## config.mk

```make
export PLATFORM = sky130hd
export DESIGN_NAME = motor_speed_ramp_hbridge_drive
export DESIGN_NICKNAME = d
export VERILOG_FILES = /design/src/rtl/msr_pkg.sv /design/src/rtl/msr_issue.sv /design/src/rtl/msr_duty.sv /design/src/rtl/motor_speed_ramp_hbridge_drive.sv
export SDC_FILE = /design/constraint.sdc
export NUM_CORES = 1
export LEC_CHECK = 0
export BUFFER_PORTS_ARGS = -buffer_cell sky130_fd_sc_hd__buf_2
export CORE_ASPECT_RATIO = 0.75
export CORE_MARGIN = 5
export CORE_UTILIZATION = 30
export CTS_CLUSTER_DIAMETER = 40
export DETAILED_ROUTE_END_ITERATION = 10
export GPL_TIMING_DRIVEN = 0
export PLACE_DENSITY = 0.54
export SYNTH_ARGS = -nofsm -noshare
export SYNTH_HDL_FRONTEND = slang
export SYNTH_HIERARCHICAL = 1
export SYNTH_SLANG_ARGS = --single-unit
```

## constraint.sdc

```tcl
create_clock -name clk -period 12.6 [get_ports clk]
set_input_delay 2.52 -clock clk [delete_from_list [all_inputs] [get_ports clk]]
set_output_delay 2.52 -clock clk [all_outputs]
set_load 0.02 [all_outputs]
```

## src/rtl/msr_pkg.sv

```systemverilog
// ----------------------------------------------------------------------------
// msr_pkg
// Shared types and constants for the two-motor speed ramp and h-bridge duty
// block: item formats, register map, op codes and inter-stage records.
// ----------------------------------------------------------------------------
package msr_pkg;

  localparam int NUM_MOTORS = 2;
  localparam int MOTOR_W    = 2;
  localparam int MIDX_W     = (NUM_MOTORS > 1) ? $clog2(NUM_MOTORS) : 1;
  // motors that own a bit of invert_mask
  localparam int INV_W      = 2;
  localparam int FULL_Q     = 32767;
  localparam int CFG_IDX_W  = 3;
  localparam int CFG_DATA_W = 16;
  localparam int PROD_W     = 31;

  localparam logic [CFG_IDX_W-1:0] CFG_RAMP_STEP  = 3'd0;
  localparam logic [CFG_IDX_W-1:0] CFG_MAX_SPEED  = 3'd1;
  localparam logic [CFG_IDX_W-1:0] CFG_DUTY_FULL  = 3'd2;
  localparam logic [CFG_IDX_W-1:0] CFG_BRAKE_MODE = 3'd3;
  localparam logic [CFG_IDX_W-1:0] CFG_INVERT     = 3'd4;

  typedef enum logic [1:0] {
    OP_SET  = 2'd0,
    OP_TICK = 2'd1,
    OP_STOP = 2'd2,
    OP_READ = 2'd3
  } op_e;

  typedef struct packed {
    op_e                 op;
    logic [MOTOR_W-1:0]  motor;
    logic signed [15:0]  speed_cmd;
  } in_t;

  typedef struct packed {
    logic [MOTOR_W-1:0]  motor_index;
    logic [15:0]         fwd_duty;
    logic [15:0]         rev_duty;
    logic signed [15:0]  speed_now;
    logic                status;
    logic                last;
  } out_t;

  typedef struct packed {
    logic [14:0] ramp_step;
    logic [14:0] max_speed;
    logic [15:0] duty_full_scale;
    logic        brake_mode;
    logic [INV_W-1:0] invert_mask;
  } cfg_t;

  // one per-motor step leaving the issue stage
  typedef struct packed {
    logic [MOTOR_W-1:0]  motor_index;
    op_e                 op;
    logic                pos;
    logic                neg;
    logic [14:0]         mag;
    logic signed [15:0]  speed_now;
    logic                status;
    logic                last;
  } step_t;

  // same step after the duty multiply
  typedef struct packed {
    logic [MOTOR_W-1:0]  motor_index;
    op_e                 op;
    logic                pos;
    logic                neg;
    logic [PROD_W-1:0]   prod;
    logic signed [15:0]  speed_now;
    logic                status;
    logic                last;
  } prod_t;

endpackage

```

## src/rtl/msr_issue.sv

```systemverilog
// ----------------------------------------------------------------------------
// msr_issue
// Input register and per-motor sequencer. Holds target and current speeds,
// applies set, ramp and clamp, stop and read; tick and stop step each motor.
// ----------------------------------------------------------------------------
module msr_issue (
  input  logic           clk,
  input  logic           rst_n,
  input  logic           in_valid,
  output logic           in_ready,
  input  msr_pkg::in_t   in_data,
  input  msr_pkg::cfg_t  cfg,
  output logic           step_valid,
  input  logic           step_ready,
  output msr_pkg::step_t step
);

  logic                        a_valid_r;
  msr_pkg::in_t                a_item_r;
  logic [msr_pkg::MIDX_W-1:0]  idx_r;
  logic signed [15:0]          tgt_r [msr_pkg::NUM_MOTORS];
  logic signed [15:0]          cur_r [msr_pkg::NUM_MOTORS];

  logic                        multi;
  logic [msr_pkg::MOTOR_W-1:0] m_sel;
  logic [msr_pkg::MIDX_W-1:0]  m_idx;
  logic                        motor_ok;
  logic                        inv;
  logic                        last_step;
  logic                        go;
  logic signed [15:0]          cur_sel;
  logic signed [15:0]          tgt_sel;
  logic signed [17:0]          cur18;
  logic signed [17:0]          tgt18;
  logic signed [17:0]          diff;
  logic signed [17:0]          step18;
  logic signed [17:0]          lim18;
  logic signed [17:0]          ramp;
  logic signed [15:0]          cur_new;
  logic signed [15:0]          cmd_sat;
  logic signed [15:0]          spd_user;

  always_comb begin
    multi     = (a_item_r.op == msr_pkg::OP_TICK) || (a_item_r.op == msr_pkg::OP_STOP);
    m_sel     = multi ? msr_pkg::MOTOR_W'(idx_r) : a_item_r.motor;
    m_idx     = m_sel[msr_pkg::MIDX_W-1:0];
    motor_ok  = {1'b0, m_sel} < (msr_pkg::MOTOR_W+1)'(msr_pkg::NUM_MOTORS);
    // motors without a mask bit are never inverted
    inv       = ({1'b0, m_sel} < (msr_pkg::MOTOR_W+1)'(msr_pkg::INV_W)) &&
                cfg.invert_mask[m_sel[0]];
    last_step = !multi || (idx_r == msr_pkg::MIDX_W'(msr_pkg::NUM_MOTORS - 1));
    go        = a_valid_r && step_ready;

    cur_sel = cur_r[m_idx];
    tgt_sel = tgt_r[m_idx];
    cur18   = 18'(cur_sel);
    tgt18   = 18'(tgt_sel);
    diff    = tgt18 - cur18;
    step18  = 18'({3'b000, cfg.ramp_step});
    lim18   = 18'({3'b000, cfg.max_speed});

    if (diff > step18) begin
      ramp = cur18 + step18;
    end else if (diff < -step18) begin
      ramp = cur18 - step18;
    end else begin
      ramp = tgt18;
    end
    if (ramp > lim18) begin
      ramp = lim18;
    end
    if (ramp < -lim18) begin
      ramp = -lim18;
    end
    cur_new = ramp[15:0];

    // most negative command saturates to -full
    cmd_sat = (a_item_r.speed_cmd == 16'sh8000) ? -16'sd32767 : a_item_r.speed_cmd;

    if (a_item_r.op == msr_pkg::OP_TICK) begin
      spd_user = inv ? -cur_new : cur_new;
    end else if (a_item_r.op == msr_pkg::OP_READ && motor_ok) begin
      spd_user = inv ? -cur_sel : cur_sel;
    end else begin
      spd_user = '0;
    end

    step.motor_index = m_sel;
    step.op          = a_item_r.op;
    step.pos         = cur_new > 16'sd0;
    step.neg         = cur_new < 16'sd0;
    step.mag         = cur_new[15] ? 15'(-cur_new) : cur_new[14:0];
    step.speed_now   = spd_user;
    step.status      = !multi && !motor_ok;
    step.last        = last_step;
  end

  assign step_valid = a_valid_r;
  assign in_ready   = !a_valid_r || (go && last_step);

  always_ff @(posedge clk) begin
    if (!rst_n) begin
      a_valid_r <= 1'b0;
      idx_r     <= '0;
    end else if (in_valid && in_ready) begin
      a_valid_r <= 1'b1;
      idx_r     <= '0;
    end else if (go && last_step) begin
      a_valid_r <= 1'b0;
    end else if (go) begin
      idx_r <= idx_r + 1'b1;
    end
  end

  always_ff @(posedge clk) begin
    if (in_valid && in_ready) begin
      a_item_r <= in_data;
    end
  end

  always_ff @(posedge clk) begin
    if (!rst_n) begin
      for (int i = 0; i < msr_pkg::NUM_MOTORS; i++) begin
        tgt_r[i] <= '0;
        cur_r[i] <= '0;
      end
    end else if (go) begin
      unique case (a_item_r.op)
        msr_pkg::OP_SET: begin
          if (motor_ok) begin
            tgt_r[m_idx] <= inv ? -cmd_sat : cmd_sat;
          end
        end
        msr_pkg::OP_TICK: begin
          cur_r[m_idx] <= cur_new;
        end
        msr_pkg::OP_STOP: begin
          for (int i = 0; i < msr_pkg::NUM_MOTORS; i++) begin
            tgt_r[i] <= '0;
            cur_r[i] <= '0;
          end
        end
        msr_pkg::OP_READ: begin
        end
        default: begin
        end
      endcase
    end
  end

endmodule

```

## src/rtl/msr_duty.sv

```systemverilog
// ----------------------------------------------------------------------------
// msr_duty
// Duty pipeline: step register, magnitude times full scale, divide by full
// Q1.15 scale and side selection into the output register.
// ----------------------------------------------------------------------------
module msr_duty (
  input  logic           clk,
  input  logic           rst_n,
  input  msr_pkg::cfg_t  cfg,
  input  logic           step_valid,
  output logic           step_ready,
  input  msr_pkg::step_t step,
  output logic           out_valid,
  input  logic           out_ready,
  output msr_pkg::out_t  out_data
);

  logic           s_valid_r;
  msr_pkg::step_t s_r;
  logic           p_valid_r;
  msr_pkg::prod_t p_r;
  msr_pkg::prod_t p_nxt;
  logic           o_valid_r;
  msr_pkg::out_t  o_r;
  msr_pkg::out_t  o_nxt;

  logic           o_free;
  logic           p_free;
  logic [15:0]    q1;
  logic [16:0]    r1;
  logic [16:0]    q;
  logic [15:0]    d;

  assign o_free     = !o_valid_r || out_ready;
  assign p_free     = !p_valid_r || o_free;
  assign step_ready = !s_valid_r || p_free;

  always_comb begin
    p_nxt.motor_index = s_r.motor_index;
    p_nxt.op          = s_r.op;
    p_nxt.pos         = s_r.pos;
    p_nxt.neg         = s_r.neg;
    p_nxt.prod        = msr_pkg::PROD_W'(s_r.mag) * msr_pkg::PROD_W'(cfg.duty_full_scale);
    p_nxt.speed_now   = s_r.speed_now;
    p_nxt.status      = s_r.status;
    p_nxt.last        = s_r.last;
  end

  // x / 32767: x>>15 leaves a remainder below three times the divisor
  always_comb begin
    q1 = p_r.prod[msr_pkg::PROD_W-1:15];
    r1 = 17'(p_r.prod[14:0]) + 17'(q1);
    q  = 17'(q1) + 17'(r1 >= 17'(msr_pkg::FULL_Q)) + 17'(r1 >= 17'(2 * msr_pkg::FULL_Q));
    d  = q[15:0];

    o_nxt.motor_index = p_r.motor_index;
    o_nxt.speed_now   = p_r.speed_now;
    o_nxt.status      = p_r.status;
    o_nxt.last        = p_r.last;
    o_nxt.fwd_duty    = '0;
    o_nxt.rev_duty    = '0;
    if (p_r.op == msr_pkg::OP_TICK) begin
      priority if (p_r.pos) begin
        o_nxt.fwd_duty = d;
      end else if (p_r.neg) begin
        o_nxt.rev_duty = d;
      end else if (cfg.brake_mode) begin
        o_nxt.fwd_duty = cfg.duty_full_scale;
        o_nxt.rev_duty = cfg.duty_full_scale;
      end else begin
        o_nxt.fwd_duty = '0;
      end
    end
  end

  always_ff @(posedge clk) begin
    if (!rst_n) begin
      s_valid_r <= 1'b0;
      p_valid_r <= 1'b0;
      o_valid_r <= 1'b0;
    end else begin
      if (step_ready) begin
        s_valid_r <= step_valid;
      end
      if (p_free) begin
        p_valid_r <= s_valid_r;
      end
      if (o_free) begin
        o_valid_r <= p_valid_r;
      end
    end
  end

  always_ff @(posedge clk) begin
    if (step_valid && step_ready) begin
      s_r <= step;
    end
    if (s_valid_r && p_free) begin
      p_r <= p_nxt;
    end
    if (p_valid_r && o_free) begin
      o_r <= o_nxt;
    end
  end

  assign out_valid = o_valid_r;
  assign out_data  = o_r;

endmodule

```

## src/rtl/motor_speed_ramp_hbridge_drive.sv

```systemverilog
// ----------------------------------------------------------------------------
// motor_speed_ramp_hbridge_drive
// Two-motor speed ramp with h-bridge forward/reverse duty generation.
// ----------------------------------------------------------------------------
// path: an accepted item sits in the issue register, then the step, product and
//   output registers; results leave one per cycle while out_ready does not stall
// steps: one per set or read; tick and stop get one per motor (NUM_MOTORS) in turn
// reset: synchronous; speeds cleared, registers to defaults, pipeline emptied
module motor_speed_ramp_hbridge_drive (
  input  logic                                clk,
  input  logic                                rst_n,
  input  logic                                in_valid,
  output logic                                in_ready,
  input  msr_pkg::in_t                        in_data,
  output logic                                out_valid,
  input  logic                                out_ready,
  output msr_pkg::out_t                       out_data,
  input  logic                                cfg_we,
  input  logic [msr_pkg::CFG_IDX_W-1:0]       cfg_index,
  input  logic [msr_pkg::CFG_DATA_W-1:0]      cfg_wdata
);

  msr_pkg::cfg_t  cfg_r;
  msr_pkg::cfg_t  cfg_nxt;
  logic           step_valid;
  logic           step_ready;
  msr_pkg::step_t step;

  always_comb begin
    cfg_nxt = cfg_r;
    if (cfg_we) begin
      unique case (cfg_index)
        msr_pkg::CFG_RAMP_STEP:  cfg_nxt.ramp_step       = cfg_wdata[14:0];
        msr_pkg::CFG_MAX_SPEED:  cfg_nxt.max_speed       = cfg_wdata[14:0];
        msr_pkg::CFG_DUTY_FULL:  cfg_nxt.duty_full_scale = cfg_wdata;
        msr_pkg::CFG_BRAKE_MODE: cfg_nxt.brake_mode      = cfg_wdata[0];
        msr_pkg::CFG_INVERT:     cfg_nxt.invert_mask     = cfg_wdata[msr_pkg::INV_W-1:0];
        default: begin
        end
      endcase
    end
  end

  always_ff @(posedge clk) begin
    if (!rst_n) begin
      cfg_r.ramp_step       <= 15'd655;
      cfg_r.max_speed       <= 15'd32767;
      cfg_r.duty_full_scale <= 16'd1023;
      cfg_r.brake_mode      <= 1'b0;
      cfg_r.invert_mask     <= '0;
    end else begin
      cfg_r <= cfg_nxt;
    end
  end

  msr_issue u_issue (
    .clk        (clk),
    .rst_n      (rst_n),
    .in_valid   (in_valid),
    .in_ready   (in_ready),
    .in_data    (in_data),
    .cfg        (cfg_r),
    .step_valid (step_valid),
    .step_ready (step_ready),
    .step       (step)
  );

  msr_duty u_duty (
    .clk        (clk),
    .rst_n      (rst_n),
    .cfg        (cfg_r),
    .step_valid (step_valid),
    .step_ready (step_ready),
    .step       (step),
    .out_valid  (out_valid),
    .out_ready  (out_ready),
    .out_data   (out_data)
  );

endmodule

```

==> impl_metrics.toml, run 1 <==
[outcome]
outcome = "finished with violations"
violated_checks = "negative setup slack"

[synthesis]
synth_top_cell_by_area = "sky130_fd_sc_hd__edfxtp_1"
ys.flop_type = "sky130_fd_sc_hd__edfxtp_1"
ys_seq_elements = 284
synth_sequential_area_ratio = 0.301
netlist_instances = 2800
synth_edf_count = 230
synth.lib_cells_used.distinct = 112
synth.cell_area_um2 = 26500
postSynthNetCount = 3256
yosys_warnings = 6
async_sr_flop_fraction = 0
synth_top_area_frac = 0.260
ys_top_cells_by_area = "sky130_fd_sc_hd__edfxtp_1 26%, sky130_fd_sc_hd__fa_1 14%, sky130_fd_sc_hd__ha_1 11%, sky130_fd_sc_hd__inv_1 4.9%, sky130_fd_sc_hd__dfxtp_1 4.1%"
average_cell_area_after_synthesis_um2 = 9.48

[worst_setup_path]
timing.critical_path.slowest_stage_cell = "sky130_fd_sc_hd__mux2i_2"
critical-path-top-delay-family = "compound AO/OA/AOI/OAI gates"
end_kind = "flop"
worst_ep_required_time_ns = 12.90
critPathMaxStageDelay_ns = 0.59
timing.critical_path.from_type = "flop"
worstPathArrival_ns = 13.15
worst-path-stages = 61
crit_fanout = 10
worst-path-buf-inv = 11
r2r_cells = 61
critical_path_most_common_cell = "sky130_fd_sc_hd__a21o_1"
worstSetupPathType = "flop to flop"

[cells_and_area]
final_cell_area_um2 = 32500
layout_common_cells = "338 x sky130_fd_sc_hd__inv_1, 284 x sky130_fd_sc_hd__nand2_1, 230 x sky130_fd_sc_hd__edfxtp_1, 218 x sky130_fd_sc_hd__ha_1, 184 x sky130_fd_sc_hd__fa_1"
nets = 3543
fraction_of_final_layout_cells_with_drive_strength_greater_than_1 = 0.178
post-route-util = 0.370
flow.area_growth_from_synthesis_pct = 22.4
most_common_cell_after_layout_fill_and_taps_aside = "sky130_fd_sc_hd__inv_1"

[placement]
dp.final_hpwl_mm = 66.1
placed_cell_area_um2 = 28700
io_buffer_count = 97
gp_congestion = 0.920

[clock_tree]
cts.htree.levels = 2
tritoncts_num_sinks = 284
cts_tree = "yes"
path_clk_slew_ns = 0.06
insertion_delay_ns = 0.60
cts-buffers-inserted = 41
max-clock-path-buffers = 3
number_of_buffers_inserted_by_hold_repair_at_cts = 0
root_buffer = "sky130_fd_sc_hd__clkbuf_16"

[die]
design.die.area_um2 = 94600
start_util = 0.303
die_height_um = 268
die-width_um = 353
rows = 94
boundaryPins = 98
fp.coreArea_um2 = 87700

[global_route]
gr-total-overflow = 0
vias_in_the_first_global_route = 21129
grt.total_usage = 0.175
grt_max_degree = 32
antenna_violations_before_repair = 2
grt_pass1_wl_mm = 129

[routing]
detail_route.wirelength_mm = 84.9
top_routing_layer_in_use = "met5"
dr_total_vias = 21778
met2_wire_len_mm = 37.3
wire_length_per_cell_um = 19.9
drt-initial-drc-count = 1965
met3WireLength_mm = 5.88
drt_pass1_iterations = 5
route.detailed.vias_per_inst = 5.10
antenna_left = 0
post-route-drc-count = 0
wl_met1_mm = 40.5

[timing]
final.min_clock_period_ns = 12.86
fin_worst_skew_ns = 0.0321
worst_slew_margin_rel = 0.251
postLayoutSetupSlackWorst_ns = -0.258
timing.final.crit_share = 1.02
hold_violation_total_from_the_final_report = 0
tns_ns = -1.85
fmax_mhz = 77.8
grt_setup_unrepaired = "true"
worstMarginPinSlew_ns = 1.11
drv_slew = 0
finalSetupViolCount = 15

[min_path]
hold_path_depth = 0
holdCritPathClass = "flop to flop"

[run]
max-cap-violations = 0
[path summary, 6_finish.rpt]
check	end	start	slack, ns
setup / recovery	u_duty/p_nxt[10]	u_issue/step[36]	-0.26
hold / removal	u_duty/out_data[11]	u_duty/o_nxt[11]	0.42
setup reg to reg	u_duty/p_nxt[10]	u_issue/step[36]	-0.26
hold reg to reg	u_duty/out_data[11]	u_duty/o_nxt[11]	0.42
[routing by layer]
layer	vias up	GRT usage
met3	92	0.0308
li1	10203	-
met1	10759	0.260
met2	722	0.271
met5	-	0
met4	2	0.0284
[through the flow]
stage                     hold slack [ns]  std cells  setup WS, ns
after CTS                           0.420       4217        -0.177
after global placement              0.402       4049         -3.25
after floorplan                     0.400       2800        0.0334
after global routing                0.426       4269        -0.766
after detailed placement            0.405       4055         -3.14
final                               0.417       4270        -0.258
[logic make-up after synthesis]
family,count (synthesis),synth area share
multiplexers,92,0.0358
flip-flops,284,0.301
adder cells (fa/ha/maj),414,0.247
AND/OR/NAND/NOR,925,0.176
AO/OA/AOI/OAI,504,0.131
XOR/XNOR,130,0.0429
buffers and inverters,451,0.0664
[timing repair]
action / in CTS / in global routing
setup endpoints to repair: 65 / 58
buffers inserted: 88 / 55
gates cloned: 1 / 0
gates resized for setup: 155 / 104
pin swaps: 60 / 71
[cell usage after synthesis, types with 16 or more instances]
library cell	number
sky130_fd_sc_hd__dfxtp_1	54
sky130_fd_sc_hd__a21oi_1	115
sky130_fd_sc_hd__nand3_1	60
sky130_fd_sc_hd__a211oi_1	17
sky130_fd_sc_hd__nor2_1	179
sky130_fd_sc_hd__a31oi_1	26
sky130_fd_sc_hd__clkbuf_1	76
sky130_fd_sc_hd__o21a_1	27
sky130_fd_sc_hd__and3_1	19
sky130_fd_sc_hd__nor3_1	36
sky130_fd_sc_hd__o211ai_1	16
sky130_fd_sc_hd__xor2_1	40
sky130_fd_sc_hd__fa_1	185
sky130_fd_sc_hd__a21o_1	41
sky130_fd_sc_hd__xnor2_1	90
sky130_fd_sc_hd__o21ai_0	102
sky130_fd_sc_hd__nor2b_1	68
sky130_fd_sc_hd__mux2i_1	81
sky130_fd_sc_hd__nand4_1	24
sky130_fd_sc_hd__inv_1	345
sky130_fd_sc_hd__nand2_1	286
sky130_fd_sc_hd__ha_1	227
sky130_fd_sc_hd__nand2b_1	23
sky130_fd_sc_hd__edfxtp_1	230
sky130_fd_sc_hd__and2_1	158
[sequential cells by signal, summed over array words and instances (netlist names)]
name	cells
cfg_r	49
u_duty/p_nxt	24
u_duty/p_r	35
u_duty/s_r	15
u_issue/step_valid	1
u_issue/cur_r	32
u_duty/out_data	52
u_duty/out_valid	1
u_issue/tgt_r	32
u_issue/a_item_r	18
u_issue/step	2
u_duty/p_valid_r	1
u_duty/o_nxt	20
u_duty/s_valid_r	1
u_issue/idx_r	1
[area by class of cell]
| type | count | area (um2) |
|---|---|---|
| clock buffers | 43 | 1030 |
| diodes | 1 | 2.50 |
| fillers | 8801 | 55200 |
| repair buffers | 244 | 1740 |
| clock inverters | 30 | 438 |
| plain buffers | 102 | 608 |
| multi-input cells | 2066 | 17900 |
| well taps | 1152 | 1440 |
| inverters | 348 | 1320 |
| flip-flops and latches | 284 | 7990 |
Power of run 1 is left out: the tool's default activity adds up to more than one toggle a clock period on the data nets, which glitch-free logic cannot reach.
==> inputs of run 2 (changes only) <==
--- a/config.mk
+++ b/config.mk
@@ -15,2 +15,3 @@
 export PLACE_DENSITY = 0.54
+export SKIP_LAST_GASP = 1
 export SYNTH_ARGS = -nofsm -noshare
==> constraint.sdc (replaced) <==
create_clock -name clk -period 12.6 [get_ports clk]
set_input_delay 1.26 -clock clk [delete_from_list [all_inputs] [get_ports clk]]
set_output_delay 1.26 -clock clk [all_outputs]
set_load 0.02 [all_outputs]
==> run 2 against run 1 <==
Compared with the run above:
- register-to-register slack worse by 0.08 ns
- flip-flop and latch count unchanged
- the run still ends with negative setup slack left
- routed wire length rose by 0.80%
- fmax shrank 0.63%
- sequential share of layout area shrank 0.11 points
- core utilization up 0.17 points
- hold slack about the same
- largest cell class unchanged
==> impl_metrics.toml, run 2 (synthesis gave the netlist of run 1 again) <==
[timing]
tns_ns = -3.10
timing.final.crit_share = 1.03
fin_worst_skew_ns = 0.0320
final.min_clock_period_ns = 12.94
hold_violation_total_from_the_final_report = 0
worstMarginPinSlew_ns = 1.36
finalSetupViolCount = 18
postLayoutSetupSlackWorst_ns = -0.339
grt_setup_unrepaired = "true"
worst_slew_margin_rel = 0.0830
hold-worst-slack_ns = 0.417
fmax_mhz = 77.3
drv_slew = 0

[routing]
dr_total_vias = 21915
top_routing_layer_in_use = "met5"
antenna_left = 0
wl_met1_mm = 40.7
drt-initial-drc-count = 1958
detail_route.wirelength_mm = 85.6
met3WireLength_mm = 6.05
drt_pass1_iterations = 6
wire_length_per_cell_um = 20.0
met2_wire_len_mm = 37.6
post-route-drc-count = 0
route.detailed.vias_per_inst = 5.12

[outcome]
outcome = "finished with violations"
violated_checks = "negative setup slack"

[clock_tree]
cts_tree = "yes"
insertion_delay_ns = 0.60
path_clk_slew_ns = 0.06
max-clock-path-buffers = 3
root_buffer = "sky130_fd_sc_hd__clkbuf_16"
cts.htree.levels = 2
cts-buffers-inserted = 41
tritoncts_num_sinks = 284

[cells_and_area]
fraction_of_final_layout_cells_with_drive_strength_greater_than_1 = 0.182
layout_common_cells = "337 x sky130_fd_sc_hd__inv_1, 284 x sky130_fd_sc_hd__nand2_1, 230 x sky130_fd_sc_hd__edfxtp_1, 217 x sky130_fd_sc_hd__ha_1, 184 x sky130_fd_sc_hd__fa_1"
antenna-diode-count = 0
layout_fillers = 8784
max_ffs_per_register = 52
nets = 3552
most_common_cell_after_layout_fill_and_taps_aside = "sky130_fd_sc_hd__inv_1"
flow.area_growth_from_synthesis_pct = 23.0

[die]
boundaryPins = 98
rows = 94
design.die.area_um2 = 94600
die_height_um = 268
start_util = 0.303
fp.coreArea_um2 = 87700
die-width_um = 353

[global_route]
grt.total_usage = 0.175
gr-total-overflow = 0
antenna_violations_before_repair = 2
vias_in_the_first_global_route = 21129
grt_pass1_wl_mm = 129
grt_max_degree = 32

[min_path]
hold_path.startpoint = "u_duty/o_nxt[11]"
holdCritPathClass = "flop to flop"

[worst_setup_path]
timing.critical_path.from_type = "flop"
worstSetupPathType = "flop to flop"
worst_ep_required_time_ns = 12.89
critical_path_most_common_cell = "sky130_fd_sc_hd__a21o_1"
worst_r2r_startpoint = "u_issue/step[36]"
end_kind = "flop"
crit_fanout = 10
critPathMaxStageDelay_ns = 0.51
worstPathArrival_ns = 13.23
timing.critical_path.slowest_stage_cell = "sky130_fd_sc_hd__or4_4"
crit_start = "u_issue/step[36]"

[run]
max-cap-violations = 0

[placement]
gp_congestion = 0.920
io_buffer_count = 97
dp.final_hpwl_mm = 66.1
==> run 2: changes by cell type in the layout (fill, tap and decap cells not counted), moves of 2 or more <==
cell	previous run	this run
sky130_fd_sc_hd__buf_4	135	138
sky130_fd_sc_hd__a21oi_2	12	14
sky130_fd_sc_hd__xnor2_2	3	5
sky130_fd_sc_hd__xnor2_1	87	85
sky130_fd_sc_hd__buf_6	18	22
==> run 2: layout make-up <==
| cell class | instances | area, um2 | area share |
|---|---|---|---|
| Inverter | 348 | 1320 | 0.0405 |
| Timing Repair Buffer | 253 | 1830 | 0.0561 |
| Tap cell | 1152 | 1440 | 0.0442 |
| Sequential cell | 284 | 7990 | 0.245 |
| Clock buffer | 43 | 1030 | 0.0317 |
| Multi-Input combinational cell | 2066 | 18000 | 0.550 |
| Buffer | 102 | 624 | 0.0191 |
| Clock inverter | 30 | 438 | 0.0134 |
==> run 2: critical path: cells and delay by family (launching register included) <==
kind,cells,cell delay [ns]
adder cells (fa/ha/maj),7,1.91
AND/OR/NAND/NOR,12,2.06
multiplexers,3,0.80
XOR/XNOR,1,0.17
buffers and inverters,11,1.47
flip-flops,1,0.42
AO/OA/AOI/OAI,32,5.76
==> run 2: what timing repair did <==
action,in CTS,in global routing
hold buffers,0,0
resized for setup,154,123
setup buffers,88,64
endpoints found under the setup margin,65,58
pin swaps,60,75
cloned,1,0
==> run 2: layer usage <==
metal  global-route usage  up-vias
li1                     -    10203
met1                0.260    10850
met2                0.271      759
met3               0.0308      101
met4               0.0284        2
met5                    0        -
==> run 2: final timing paths <==
check                         to  slack (ns)  cells past startpoint
max             u_duty/p_nxt[10]       -0.34                     66
min          u_duty/out_data[11]        0.42                      0
max reg2reg     u_duty/p_nxt[10]       -0.34                     66
min reg2reg  u_duty/out_data[11]        0.42                      0
==> run 2: through the flow <==
stage                     setup WS [ns]  utilization  std cells  cell area, um2
after floorplan                  0.0334            -       2800           26700
after global placement            -3.25        0.326       4049           28600
after detailed placement          -3.14        0.327       4055           28700
after CTS                        -0.177        0.360       4217           31600
after global routing             -0.848        0.372       4278           32600
final                            -0.339        0.372       4278           32600
Power of run 2 is left out for the same reason.
